**src/hsv2rgb_pkg.sv**
```systemverilog
package hsv2rgb_pkg;

    // field widths
    localparam int HUE_W   = 9;
    localparam int PCT_W   = 7;
    localparam int CH_W    = 8;
    localparam int F_W     = 6;
    localparam int NUM_W   = 13;
    localparam int PROD_W  = 20;
    localparam int SCALE_W = 24;
    localparam int DIVN_W  = 18;
    localparam int RECIP_W = 19;
    localparam int QUOT_W  = DIVN_W + RECIP_W;
    localparam int TDATA_W = 24;

    // range limits and scale constants
    localparam logic [HUE_W-1:0] HUE_WRAP    = 9'd360;
    localparam logic [HUE_W-1:0] SECTOR_SPAN = 9'd60;
    localparam logic [PCT_W-1:0] PCT_MAX     = 7'd100;
    localparam logic [NUM_W-1:0] NUM_SCALE   = 13'd6000;
    localparam logic [NUM_W-1:0] LOW_FACTOR  = 13'd60;
    localparam logic [F_W-1:0]   F_SPAN      = 6'd60;

    // floor(x / 625) = (x * RECIP_MUL) >> RECIP_SHIFT for any 18-bit x
    localparam logic [RECIP_W-1:0] RECIP_MUL   = 19'd429497;
    localparam int                 RECIP_SHIFT = 28;
    // 255 / 600000 = 17 / (64 * 625)
    localparam int                 PRE_SHIFT   = 6;

    // hue sectors
    typedef enum logic [2:0] {
        SEC_RED_YELLOW,
        SEC_YELLOW_GREEN,
        SEC_GREEN_CYAN,
        SEC_CYAN_BLUE,
        SEC_BLUE_MAGENTA,
        SEC_MAGENTA_RED
    } sector_t;

    // level lanes
    localparam int LEVELS = 4;
    typedef enum logic [1:0] {
        LVL_FULL,
        LVL_LOW,
        LVL_FALL,
        LVL_RISE
    } level_t;

endpackage

```
**src/hsv_to_rgb_converter_core.sv**
```systemverilog
// hsv to rgb color converter, five register stages
// each color passes through every stage register in order; the last one drives the output
// throughput: one color per cycle; each stage holds its item while the next one is full
// the slowest stage is the reciprocal multiply that replaces the divide by 600000
// reset clears only the stage valid bits, payload registers are not reset
module hsv_to_rgb_converter_core
(
    input  logic        clk,
    input  logic        rst_n,
    input  logic        s_axis_tvalid,
    output logic        s_axis_tready,
    // hue [8:0], saturation [15:9], brightness [22:16], zero [23]
    input  logic [23:0] s_axis_tdata,
    output logic        m_axis_tvalid,
    input  logic        m_axis_tready,
    // red [7:0], green [15:8], blue [23:16]
    output logic [23:0] m_axis_tdata
);

    // stage valid bits
    logic v1_reg, v2_reg, v3_reg, v4_reg, v5_reg;
    logic v1_next, v2_next, v3_next, v4_next, v5_next;
    logic rdy1, rdy2, rdy3, rdy4, rdy5;

    // stage 1: wrapped hue split into sector and offset
    hsv2rgb_pkg::sector_t                sector1_reg, sector1_next;
    logic [hsv2rgb_pkg::F_W-1:0]         f_reg, f_next;
    logic [hsv2rgb_pkg::PCT_W-1:0]       sat1_reg, sat1_next;
    logic [hsv2rgb_pkg::PCT_W-1:0]       val1_reg, val1_next;

    // stage 2: level numerators over 6000
    hsv2rgb_pkg::sector_t                sector2_reg;
    logic [hsv2rgb_pkg::PCT_W-1:0]       val2_reg;
    logic [hsv2rgb_pkg::NUM_W-1:0]       num_reg  [hsv2rgb_pkg::LEVELS];
    logic [hsv2rgb_pkg::NUM_W-1:0]       num_next [hsv2rgb_pkg::LEVELS];

    // stage 3: value times numerator
    hsv2rgb_pkg::sector_t                sector3_reg;
    logic [hsv2rgb_pkg::PROD_W-1:0]      prod_reg  [hsv2rgb_pkg::LEVELS];
    logic [hsv2rgb_pkg::PROD_W-1:0]      prod_next [hsv2rgb_pkg::LEVELS];

    // stage 4: scaled levels
    hsv2rgb_pkg::sector_t                sector4_reg;
    logic [hsv2rgb_pkg::CH_W-1:0]        lvl_reg  [hsv2rgb_pkg::LEVELS];
    logic [hsv2rgb_pkg::CH_W-1:0]        lvl_next [hsv2rgb_pkg::LEVELS];

    // stage 5: output register
    logic [hsv2rgb_pkg::TDATA_W-1:0]     out_reg, out_next;

    logic [hsv2rgb_pkg::HUE_W-1:0]       hue_in, hue_w;
    logic [hsv2rgb_pkg::PCT_W-1:0]       sat_in, val_in;
    logic [hsv2rgb_pkg::NUM_W-1:0]       sf, sg;
    logic [hsv2rgb_pkg::SCALE_W-1:0]     scaled [hsv2rgb_pkg::LEVELS];
    logic [hsv2rgb_pkg::QUOT_W-1:0]      quot   [hsv2rgb_pkg::LEVELS];
    logic [hsv2rgb_pkg::CH_W-1:0]        red, green, blue;

    // handshake: a stage takes new data when it is empty or its successor moves
    assign rdy5 = !v5_reg || m_axis_tready;
    assign rdy4 = !v4_reg || rdy5;
    assign rdy3 = !v3_reg || rdy4;
    assign rdy2 = !v2_reg || rdy3;
    assign rdy1 = !v1_reg || rdy2;

    assign s_axis_tready = rdy1;
    assign m_axis_tvalid = v5_reg;
    assign m_axis_tdata  = out_reg;

    assign v1_next = rdy1 ? s_axis_tvalid : v1_reg;
    assign v2_next = rdy2 ? v1_reg : v2_reg;
    assign v3_next = rdy3 ? v2_reg : v3_reg;
    assign v4_next = rdy4 ? v3_reg : v4_reg;
    assign v5_next = rdy5 ? v4_reg : v5_reg;

    // input unpack, clamp and hue wrap
    assign hue_in = s_axis_tdata[8:0];
    assign sat_in = s_axis_tdata[15:9];
    assign val_in = s_axis_tdata[22:16];

    always_comb
    begin
        hue_w     = (hue_in >= hsv2rgb_pkg::HUE_WRAP) ? hue_in - hsv2rgb_pkg::HUE_WRAP : hue_in;
        sat1_next = (sat_in > hsv2rgb_pkg::PCT_MAX) ? hsv2rgb_pkg::PCT_MAX : sat_in;
        val1_next = (val_in > hsv2rgb_pkg::PCT_MAX) ? hsv2rgb_pkg::PCT_MAX : val_in;
    end

    // sector and offset by compare chain
    always_comb
    begin
        if (hue_w < hsv2rgb_pkg::SECTOR_SPAN)
        begin
            sector1_next = hsv2rgb_pkg::SEC_RED_YELLOW;
            f_next       = hue_w[hsv2rgb_pkg::F_W-1:0];
        end
        else if (hue_w < 9'(2 * hsv2rgb_pkg::SECTOR_SPAN))
        begin
            sector1_next = hsv2rgb_pkg::SEC_YELLOW_GREEN;
            f_next       = 6'(hue_w - 9'(hsv2rgb_pkg::SECTOR_SPAN));
        end
        else if (hue_w < 9'(3 * hsv2rgb_pkg::SECTOR_SPAN))
        begin
            sector1_next = hsv2rgb_pkg::SEC_GREEN_CYAN;
            f_next       = 6'(hue_w - 9'(2 * hsv2rgb_pkg::SECTOR_SPAN));
        end
        else if (hue_w < 9'(4 * hsv2rgb_pkg::SECTOR_SPAN))
        begin
            sector1_next = hsv2rgb_pkg::SEC_CYAN_BLUE;
            f_next       = 6'(hue_w - 9'(3 * hsv2rgb_pkg::SECTOR_SPAN));
        end
        else if (hue_w < 9'(5 * hsv2rgb_pkg::SECTOR_SPAN))
        begin
            sector1_next = hsv2rgb_pkg::SEC_BLUE_MAGENTA;
            f_next       = 6'(hue_w - 9'(4 * hsv2rgb_pkg::SECTOR_SPAN));
        end
        else
        begin
            sector1_next = hsv2rgb_pkg::SEC_MAGENTA_RED;
            f_next       = 6'(hue_w - 9'(5 * hsv2rgb_pkg::SECTOR_SPAN));
        end
    end

    // numerators, all levels over a common 6000 denominator
    always_comb
    begin
        sf = hsv2rgb_pkg::NUM_W'(sat1_reg) * hsv2rgb_pkg::NUM_W'(f_reg);
        sg = hsv2rgb_pkg::NUM_W'(sat1_reg)
           * hsv2rgb_pkg::NUM_W'(hsv2rgb_pkg::F_SPAN - f_reg);
        num_next[hsv2rgb_pkg::LVL_FULL] = hsv2rgb_pkg::NUM_SCALE;
        num_next[hsv2rgb_pkg::LVL_LOW]  =
            hsv2rgb_pkg::NUM_W'(hsv2rgb_pkg::PCT_MAX - sat1_reg) * hsv2rgb_pkg::LOW_FACTOR;
        num_next[hsv2rgb_pkg::LVL_FALL] = hsv2rgb_pkg::NUM_SCALE - sf;
        num_next[hsv2rgb_pkg::LVL_RISE] = hsv2rgb_pkg::NUM_SCALE - sg;
    end

    // per-lane multiply and constant divide
    always_comb
    begin
        for (int i = 0; i < hsv2rgb_pkg::LEVELS; i++)
        begin
            prod_next[i] = hsv2rgb_pkg::PROD_W'(val2_reg) * hsv2rgb_pkg::PROD_W'(num_reg[i]);
            scaled[i]    = {prod_reg[i], 4'b0000} + hsv2rgb_pkg::SCALE_W'(prod_reg[i]);
            quot[i]      = hsv2rgb_pkg::QUOT_W'(
                               scaled[i][hsv2rgb_pkg::SCALE_W-1:hsv2rgb_pkg::PRE_SHIFT])
                         * hsv2rgb_pkg::QUOT_W'(hsv2rgb_pkg::RECIP_MUL);
            lvl_next[i]  = quot[i][hsv2rgb_pkg::RECIP_SHIFT +: hsv2rgb_pkg::CH_W];
        end
    end

    // level to channel assignment per sector
    always_comb
    begin
        case (sector4_reg)
            hsv2rgb_pkg::SEC_RED_YELLOW:
            begin
                red   = lvl_reg[hsv2rgb_pkg::LVL_FULL];
                green = lvl_reg[hsv2rgb_pkg::LVL_RISE];
                blue  = lvl_reg[hsv2rgb_pkg::LVL_LOW];
            end
            hsv2rgb_pkg::SEC_YELLOW_GREEN:
            begin
                red   = lvl_reg[hsv2rgb_pkg::LVL_FALL];
                green = lvl_reg[hsv2rgb_pkg::LVL_FULL];
                blue  = lvl_reg[hsv2rgb_pkg::LVL_LOW];
            end
            hsv2rgb_pkg::SEC_GREEN_CYAN:
            begin
                red   = lvl_reg[hsv2rgb_pkg::LVL_LOW];
                green = lvl_reg[hsv2rgb_pkg::LVL_FULL];
                blue  = lvl_reg[hsv2rgb_pkg::LVL_RISE];
            end
            hsv2rgb_pkg::SEC_CYAN_BLUE:
            begin
                red   = lvl_reg[hsv2rgb_pkg::LVL_LOW];
                green = lvl_reg[hsv2rgb_pkg::LVL_FALL];
                blue  = lvl_reg[hsv2rgb_pkg::LVL_FULL];
            end
            hsv2rgb_pkg::SEC_BLUE_MAGENTA:
            begin
                red   = lvl_reg[hsv2rgb_pkg::LVL_RISE];
                green = lvl_reg[hsv2rgb_pkg::LVL_LOW];
                blue  = lvl_reg[hsv2rgb_pkg::LVL_FULL];
            end
            default:
            begin
                red   = lvl_reg[hsv2rgb_pkg::LVL_FULL];
                green = lvl_reg[hsv2rgb_pkg::LVL_LOW];
                blue  = lvl_reg[hsv2rgb_pkg::LVL_FALL];
            end
        endcase
        out_next = {blue, green, red};
    end

    // valid bits
    always_ff @(posedge clk or negedge rst_n)
    begin
        if (!rst_n)
        begin
            v1_reg <= 1'b0;
            v2_reg <= 1'b0;
            v3_reg <= 1'b0;
            v4_reg <= 1'b0;
            v5_reg <= 1'b0;
        end
        else
        begin
            v1_reg <= v1_next;
            v2_reg <= v2_next;
            v3_reg <= v3_next;
            v4_reg <= v4_next;
            v5_reg <= v5_next;
        end
    end

    // payload registers
    always_ff @(posedge clk)
    begin
        if (rdy1)
        begin
            sector1_reg <= sector1_next;
            f_reg       <= f_next;
            sat1_reg    <= sat1_next;
            val1_reg    <= val1_next;
        end
        if (rdy2)
        begin
            sector2_reg <= sector1_reg;
            val2_reg    <= val1_reg;
            num_reg     <= num_next;
        end
        if (rdy3)
        begin
            sector3_reg <= sector2_reg;
            prod_reg    <= prod_next;
        end
        if (rdy4)
        begin
            sector4_reg <= sector3_reg;
            lvl_reg     <= lvl_next;
        end
        if (rdy5)
        begin
            out_reg <= out_next;
        end
    end

endmodule
```
**config.mk**
```make
export PLATFORM = sky130hd
export DESIGN_NAME = hsv_to_rgb_converter_core
export DESIGN_NICKNAME = d
export VERILOG_FILES = /design/src/hsv2rgb_pkg.sv /design/src/hsv_to_rgb_converter_core.sv
export SDC_FILE = /design/constraint.sdc
export NUM_CORES = 2
export LEC_CHECK = 0
export BUFFER_PORTS_ARGS = -buffer_cell sky130_fd_sc_hd__buf_2
export CORE_MARGIN = 3
export CORE_UTILIZATION = 59
export DETAILED_ROUTE_END_ITERATION = 8
export GPL_TIMING_DRIVEN = 0
export PLACE_DENSITY = 0.78
export SYNTH_ARGS = -nofsm -noshare
export SYNTH_HDL_FRONTEND = slang
export SYNTH_SLANG_ARGS = --single-unit
```
**constraint.sdc**
```tcl
create_clock -name clk -period 7.62 [get_ports clk]
set_clock_uncertainty 0.05 [all_clocks]
set_input_delay 1.524 -clock clk [delete_from_list [all_inputs] [get_ports clk]]
set_output_delay 1.524 -clock clk [all_outputs]
set_load 0.005 [all_outputs]
```
==> flow_metrics.tcl <==
set metrics [dict create \
    fillers 5615 \
    fp-row-count 101 \
    r2r_setup_slack_ns -0.42 \
    grt-ovfl-total 0 \
    period_share_pct 105.5 \
    critPathMaxFanout 4 \
    relSlewSlack_pct 22.10 \
    drive_above_1_share_pct 10.73 \
    layout.nets 6413 \
    synth_area_um2 45960 \
    timing.final.ws_setup_ns -0.4186 \
    slew_violations 0 \
    startpoint_type "flop" \
    max_stage_delay_ns 0.58 \
    first_global_vias 33482 \
    hold_viol 0 \
    hold_path.startpoint "val1_reg[5]$_SDFFCE_PN1P_" \
    outcome "finished, violations left" \
    register_area_um2 6251 \
    start_util_pct 60.02 \
    drt_pass1_iterations 5 \
    min_to "val2_reg[5]$_DFFE_PP_" \
    failed_checks "setup timing" \
    dieArea_um2 81290 \
    antenna_found_initial 0 \
    required_ns 7.87 \
    grt_usage_pct 25.44 \
    avgSynthCellArea_um2 10.05 \
    crit_arrival_ns 8.29 \
    path_buf_inv 3 \
    rr_worst_depth 28 \
    holdBufCountCts 0 \
    syn_to_final_growth_pct 11.47 \
    largest_reg_flops 73 \
    worstMarginPinSlew_ns 1.160 \
    cap_viol_max_count 0 \
    synth_nets 6207 \
    die_h_um 285.1 \
    fin_cells 5828 \
    synth_edf_count 204 \
    multiInputGateArea_um2 36900 \
    cp_top_family "adder cells" \
    r2r_start "prod_reg[26]$_DFFE_PP_" \
    synth_seq_area_share_pct 13.60 \
    path_clk_slew_ns 0.06 \
    rr_endpoint "lvl_reg[15]$_DFFE_PP_" \
    ys_async_sr_fraction_pct 2.392 \
    place.gp.congestion 0.9547 \
    ios 54 \
    synth_cell_type_count 84 \
    yosysWarnings 0 \
    synth-main-ff-cell "edfxtp_1" \
    wirelength_mm 105.0 \
    slowest_stage "fa_1" \
    die_x_um 285.1 \
    root_buffer "clkbuf_16" \
    io_buffers 52 \
    setup_viol 19 \
    synth_cells 4573 \
    drt-wirelength-per-cell_um 18.02 \
    crit_type "reg2reg" \
    fin_crit_ns 8.039 \
    crit_start "prod_reg[26]$_DFFE_PP_" \
    viasPerCell 5.516 \
    cts_buffer_depth 3 \
    ant_nets 0 \
    rsz0062_at_grt "yes" \
    drtIter0Drc 2186 \
    h-tree-depth 1 \
    coreArea_um2 76580 \
    crit_path_end_kind "flop" \
    clk_latency_ns 0.58 \
    grt_max_degree 67 \
    dp_cells 5658 \
    worstHoldPathCells 0 \
    tritoncts "done" \
    max_freq_mhz 124.4 \
    num_antenna_cells 0 \
    drc 0 \
    worstHoldPathType "reg2reg" \
    clkSinkCount 209 \
    ys_ff_latch 209 \
    numCtsBuffers 25 \
    vias 32148 \
    grt_pass1_wl_mm 168.4 \
    hpwl_mm 84.06 \
]
## what timing repair did
| item | CTS | global route |
|---|---|---|
| endpoints found under the setup margin | 32 | 30 |
| pin swaps | 91 | 118 |
| endpoints found under the hold margin | 0 | 0 |
| buffers inserted | 76 | 51 |
| gates resized for setup | 188 | 123 |
## layer usage
metal	GRT usage, %	vias up	share of wire, %
li1	-	14896	-
met1	35.22	15944	42
met2	42.28	1035	48
met3	3.725	273	6.3
met4	6.551	0	3.5
met5	0	-	0
## cell usage after synthesis (all sizes together), types with 4 or more instances
library cell,number,area [um^2]
inv,1186,4452
ha,855,10700
fa,751,15030
nand2,273,1027
edfxtp,204,6126
and2,153,957.2
a21oi,146,738.2
xnor2,144,1261
nor2,114,427.9
o21ai,84,431.7
xor2,75,656.9
clkbuf,56,210.2
nor3,52,265.3
a21o,50,375.4
nand3,46,230.2
nor2b,33,206.5
o21bai,31,232.7
a211oi,29,222.7
mux2i,26,260.3
and3,25,156.4
mux2,21,236.5
nand2b,19,118.9
nand4,17,106.4
o22ai,17,106.4
a31oi,15,100.1
o21a,13,97.59
o211ai,11,82.58
or3,11,68.82
or2,10,65.07
o31ai,9,67.56
nor4,8,50.05
a31o,7,61.31
o41ai,7,68.82
a211o,6,52.55
o2111ai,6,52.55
a21boi,5,37.53
buf,5,20.01
dfrtp,5,125.1
o311ai,4,60.07
## through the flow
stage	setup WS (ns)	hold slack [ns]	utilization [%]	setup TNS [ns]	cell area (um^2)
3_5_place_dp	-1.263	0.3554	62.20	-24.47	47630
4_1_cts	-0.4190	0.3692	65.56	-2.302	50210
6_report	-0.4186	0.3679	66.90	-4.094	51230
3_3_place_gp	-1.091	0.3525	62.10	-19.78	47560
2_1_floorplan	-0.01272	0.3503	-	-0.01272	46010
5_1_grt	-0.7174	0.3754	66.90	-10.65	51230
## how the worst max path moves through the flow
| stage | endpoint | slack, ns | cells past startpoint |
|---|---|---|---|
| after floorplan | lvl_reg[23]$_DFFE_PP_ | -0.01 | 28 |
| after global placement | lvl_reg[23]$_DFFE_PP_ | -1.09 | 27 |
| after detailed placement | lvl_reg[23]$_DFFE_PP_ | -1.26 | 27 |
| after CTS | lvl_reg[23]$_DFFE_PP_ | -0.42 | 30 |
| after global routing | lvl_reg[15]$_DFFE_PP_ | -0.72 | 28 |
| final | lvl_reg[15]$_DFFE_PP_ | -0.42 | 28 |
## logic make-up (layout without fill, tap and decap cells)
kind of cell	count (synthesis)	after routing	synth area share, %
DFF	209	209	13.60
adders and majority gates	1606	1606	55.98
buffers and inverters	1247	1472	10.19
xor gates and xnor gates	220	220	4.222
muxes	47	47	1.081
AOI/OAI and AO/OA	466	466	6.596
and+or+nand+nor	778	778	8.332
## final cells by class
type,instances,share of cell area (%)
repair buffers,179,2.513
plain buffers,61,0.4494
clock buffers,26,1.228
inverters,1186,8.689
well taps,1030,2.515
flip-flops and latches,209,12.20
multi-input cells,3117,72.01
clock inverters,20,0.3907
## worst register-to-register path: cells and delay by family, from the launching register on
| family | cells | cell delay, ns |
|---|---|---|
| simple gates | 7 | 1.02 |
| xor+xnor | 2 | 0.32 |
| flops | 1 | 0.47 |
| compound gates | 8 | 1.71 |
| buf+inv | 3 | 0.45 |
| fa+ha+maj | 8 | 3.75 |
## layout by cell type, fill, tap and decap left out, types with 20 or more instances in the layout
master	count
a211oi_1	23
a21o_1	47
a21oi_1	118
a21oi_2	22
and2_1	151
and3_1	22
buf_2	53
buf_4	116
clkbuf_1	57
clkbuf_16	25
edfxtp_1	204
fa_1	733
ha_1	812
ha_4	29
inv_1	1170
mux2_2	20
mux2i_1	26
nand2_1	266
nand3_1	41
nor2_1	104
nor2b_1	30
nor3_1	42
o21ai_0	66
o21bai_1	29
xnor2_1	112
xnor2_2	24
xor2_1	53
Power is not shown: default switching activity piles up to over one toggle a cycle in this logic, so the estimate is an artifact.
